===== config.mk =====
export PLATFORM = sky130hd
export DESIGN_NAME = ca3d_rule
export DESIGN_NICKNAME = d
export VERILOG_FILES = /design/src/design/ca3d_pkg.sv /design/src/design/ca3d_rule.sv
export SDC_FILE = /design/constraint.sdc
export NUM_CORES = 1
export LEC_CHECK = 0
export BUFFER_PORTS_ARGS = -buffer_cell sky130_fd_sc_hd__buf_2
export CAP_MARGIN = 20
export CORE_MARGIN = 4
export CORE_UTILIZATION = 46
export DETAILED_ROUTE_END_ITERATION = 6
export PLACE_DENSITY = 0.84
export SYNTH_ARGS = -nofsm -noshare
export SYNTH_HDL_FRONTEND = slang
export SYNTH_SLANG_ARGS = --single-unit
export TNS_END_PERCENT = 100

===== constraint.sdc =====
create_clock -name vclk -period 2.85
set_clock_uncertainty 0.2 [all_clocks]
set_input_delay 0.57 -clock vclk [all_inputs]
set_output_delay 0.57 -clock vclk [all_outputs]
set_load 0.03 [all_outputs]

===== src/design/ca3d_pkg.sv =====
`timescale 1ns / 1ps

package ca3d_pkg;

  localparam int CRD_W     = 6;   // grid size and internal coordinates
  localparam int POS_W     = 5;   // request coordinates
  localparam int CNT_W     = 5;   // neighbor count, 0..26
  localparam int AGE_W     = 8;
  localparam int STAT_W    = 16;
  localparam int GEN_W     = 32;
  localparam int CFG_IDX_W = 3;
  localparam int CFG_DAT_W = 6;

  localparam logic [AGE_W-1:0]  AGE_MAX  = 8'd255;
  localparam logic [CNT_W-1:0]  NB_MAX   = 5'd26;
  localparam logic [CRD_W-1:0]  SIZE_MIN = 6'd3;
  localparam logic [STAT_W-1:0] STAT_MAX = 16'hFFFF;

  typedef enum logic [1:0] {
    REQ_WRITE = 2'd0,
    REQ_READ  = 2'd1,
    REQ_STEP  = 2'd2,
    REQ_CLEAR = 2'd3
  } req_code_t;

  typedef enum logic [CFG_IDX_W-1:0] {
    CFG_GRID_SIZE    = 3'd0,
    CFG_BIRTH_LOW    = 3'd1,
    CFG_BIRTH_HIGH   = 3'd2,
    CFG_SURVIVE_LOW  = 3'd3,
    CFG_SURVIVE_HIGH = 3'd4,
    CFG_MOORE_MODE   = 3'd5,
    CFG_WRAP_EDGES   = 3'd6
  } cfg_index_t;

  typedef enum logic [3:0] {
    ST_IDLE,
    ST_CLEAR,
    ST_ACCESS,
    ST_UPDATE,
    ST_PROBE,
    ST_PROBE_LAST,
    ST_CELL_WR,
    ST_COPY,
    ST_COPY_LAST,
    ST_RECOUNT,
    ST_RECOUNT_LAST,
    ST_RESULT
  } state_t;

  typedef struct packed {
    logic [CNT_W-1:0] birth_low;
    logic [CNT_W-1:0] birth_high;
    logic [CNT_W-1:0] survive_low;
    logic [CNT_W-1:0] survive_high;
  } rule_cfg_t;

  typedef struct packed {
    logic             nxt;
    logic             born;
    logic             died;
    logic [AGE_W-1:0] age;
  } rule_res_t;

endpackage


===== src/design/ca3d_rule.sv =====
`timescale 1ns / 1ps

module ca3d_rule import ca3d_pkg::*; (
  input  rule_cfg_t        rule,
  input  logic [CNT_W-1:0] nb_cnt,
  input  logic             alive,
  input  logic [AGE_W-1:0] age,
  output rule_res_t        verdict
);

  logic keep;
  logic birth_ok;

  always_comb begin
    keep     = (nb_cnt >= rule.survive_low) && (nb_cnt <= rule.survive_high);
    birth_ok = (nb_cnt >= rule.birth_low) && (nb_cnt <= rule.birth_high);
    verdict.nxt  = alive ? keep : birth_ok;
    verdict.born = !alive && birth_ok;
    verdict.died = alive && !keep;
    if (!verdict.nxt) begin
      verdict.age = '0;
    end else if (!alive) begin
      verdict.age = AGE_W'(1);
    end else if (age == AGE_MAX) begin
      verdict.age = age;
    end else begin
      verdict.age = age + 1'b1;
    end
  end

endmodule


# Word level (Yosys, flattened, before mapping)
# Cells that the tools add are included.
# totals
regBits	0
input_bits	34
out_inout_bits	11
word_cells	16
# op_classes
add_sub_neg	1
n_lt_le_gt_ge	4
eq_ne	1
muxes	4
n_reduce_logical	6
# op_table
op	n
8-bit two-way mux	3
5-bit greater-or-equal comparator	2
5-bit <= comparator	2
8-bit by 1-bit adder with 8-bit output (second input constant)	1
8-bit == test (second input constant)	1
1-bit logical AND	4
1-bit logical NOT	2
1-bit two-way mux	1

# Depth between registers and ports, before layout
# depth
depth_word	4
ltp_mapped	8
ltp_nobuf	7

# Least setup slack after synthesis
# No wires, ideal clock.
# synth_timing
path_type	input -> output
start	input port rule[11] (netlist name)
end	output port verdict[0] (netlist name)
arrival_time_ps	2458
t_required_ps	2080
setup_slack_ps	-378
cell_stages	7
n_path_buf	0
cell_sequence	inv_1 > ha_1 > nor2b_1 > nor3_1 > o21ai_0 > a211oi_1 > o21bai_1
# synth_lines
element	line	rtl
from (decl)	ca3d_rule.sv:4	input rule_cfg_t rule,
to (decl)	ca3d_rule.sv:8	output rule_res_t verdict

==> key figures <==
STA
  – Hold_ws: 1350 ps
  – Worst Slack Setup Final: -184 ps
  – Final critical-path required period: 3030 ps
  – Headroom to the max-slew limit: 75.7%
  – Final period util: 106%
  – Max-slew violations: 0
  – Worst slew pin tran: 361 ps
  – RSZ-0062 raised after global routing: true
  – Fmax: 330 MHz
  – Setup violators final: 8
  – Hold Violations, Final: 0

Synthesis
  – Yosys cell types: 28
  – Cell count after synthesis: between 100 and 150
  – Syn nets: 160
  – Sequential-to-total area share from yosys stat: 0%
  – Top cell type's share of synthesized area: 35.8%
  – Top cells by area, synth: ha_1 36%, inv_1 9.7%, nor2_1 6.1%, a21oi_1 5.5%, nor3_4 4.4%
  – Syn avg cell area: 6.98 µm²
  – Synth cell count leaders: 21 x ha_1, 19 x inv_1, 12 x nor2_1
  – Top-count cell post-synth: ha_1
  – Ys Warns: 0
  – Mapped Area: 733 µm²
  – Synth area leader: ha_1

Global routing
  – Initial antenna violation count: 0
  – Largest net degree at the start of global routing: 9
  – First-pass GRT wire length: 3620 µm
  – GRT Total Usage: approximately a fifth
  – Number of global-route vias before repair: just under 900
  – GR Overflow Total: 0

Power
  – Sequential power share: 0%
  – Internal power: 122 µW
  – Clock network fraction of total power: 0%
  – Switching share of power: between 50% and 60%
  – Net Sw Power: 134 µW
  – Cell Pwr Density: between 150 and 200 mW/mm²
  – Comb power frac: 100.0%
  – Pleak: around 0.00068 µW
  – Worst vdd ir: 0.000134 V

Critical path
  – CP Launch Type: input port
  – CP Capture Type: output pin
  – WP data required: 2080 ps
  – Critical-path maximum fanout: 8
  – Setup CP Type: in2out
  – Worst Path Arrival: 2260 ps

Flow run
  – Max cap viols: 0

Placement
  – Placed cell area: 0.00108 mm²
  – IO Port Bufs: 45
  – Hpwl dp: about 1700 µm
  – GP Congestion: 0.730

Status
  – Status: complete, but fails checks
  – Failing checks: setup timing

Cells and area
  – Reg area: 0 µm²
  – Layout fillers: 66
  – Antenna Cells: 0
  – Share of cells above drive strength 1: between 50% and 60%
  – Final non-filler cell area: approximately 0.0013 mm²
  – Area grow syn2layout: 82.1%
  – Final core utilization: around 90%
  – Clock buf count: 0
  – Final nets: 215
  – Sequential cell count: 0

Floorplanning
  – Initial Utilization: 48.7%
  – Die Ht: ~48 µm
  – # IOs: 45
  – Die Wd: 47.9 µm
  – Die area: around 0.0023 mm²
  – Total core area: ~0.0015 mm²
  – Row count: 14

Route
  – WL/cell: 18.9 µm
  – Final wirelength: 3300 µm
  – 1st-iter DRT viols: 36
  – ANT nets after route: 0
  – Total number of vias: 1081
  – Drt first pass iters: 5
  – Post-DR vias/cell: about 6.2
  – Drt drc: 0

Min path
  – Worst min path class: in2out
## metal layers
layer / part of all wire (%) / GRT usage, %
met2: 49 / 42.2
met1: 37 / 22.6
met5: 0 / 0
met4: 4.2 / 7.53
met3: 9.3 / 2.26
## worst paths after layout
path | start | end | slack [ps] | cells after the start
worst max-delay path | rule[2] | verdict[7] | -180 | 10
worst min-delay path | alive | verdict[10] | 1350 | 3
## power by group through the flow
stage	Combinational (µW)	Sequential, µW	Clock [µW]
2_1_floorplan	110	0	0
3_5_place_dp	175	0	0
6_report	256	0	0
3_3_place_gp	169	0	0
4_1_cts	200	0	0
5_1_grt	274	0	0
## repair_timing
action | CTS | global route
endpoints found under the setup margin | 9 | 10
hold buffers | 0 | 0
pin swaps | 11 | 10
buffers inserted | 2 | 1
gates resized for setup | 29 | 26
endpoints found under the hold margin | 0 | 0
## per-stage QoR
stage | TNS (ps) | total power, µW | std cells | worst slack (ps)
3_3_place_gp | -1770 | 169 | 172 | -291
6_report | -1170 | 256 | 174 | -184
3_5_place_dp | -2050 | 175 | 172 | -332
2_1_floorplan | -707 | 110 | 105 | -184
4_1_cts | -452 | 200 | 174 | -109
5_1_grt | -1560 | 274 | 174 | -221
## kinds of logic after synthesis
| family | after synthesis | synth area share (%) |
|---|---|---|
| AO/OA/AOI/OAI | 24 | 20.1 |
| buffers and inverters | 20 | 11.3 |
| XOR/XNOR | 2 | 2.39 |
| multiplexers | 1 | 1.37 |
| adder cells (fa/ha/maj) | 21 | 35.8 |
| AND/OR/NAND/NOR | 37 | 29.0 |
## cell usage in the layout (no fill, tap or decap), drive strengths merged, types with 2 or more instances in the layout
cell     n
a31oi    3
nor2    12
a21o     2
o21ai    6
inv     19
ha      21
xnor2    2
nand3    5
a21oi    8
nor3b    2
and3     2
a211oi   2
nor3     4
nor2b    3
buf     54
nand2    5
## critical path, stage by stage
cell     delay [ps]
buf_6            90
inv_6            30
ha_4            230
o21ai_2         140
a21oi_2          50
o31a_1          260
or3b_1          400
buf_6           170
nor3b_2         150
buf_4           180
## area by class of cell
class                           instances  area, µm²  share of cell area [%]
Timing Repair Buffer                   54        392                    29.3
Multi-Input combinational cell         85        845                    63.3
Tap cell                               16       20.0                    1.50
Inverter                               19       78.8                    5.90
Power figures use the tool's default switching activity.
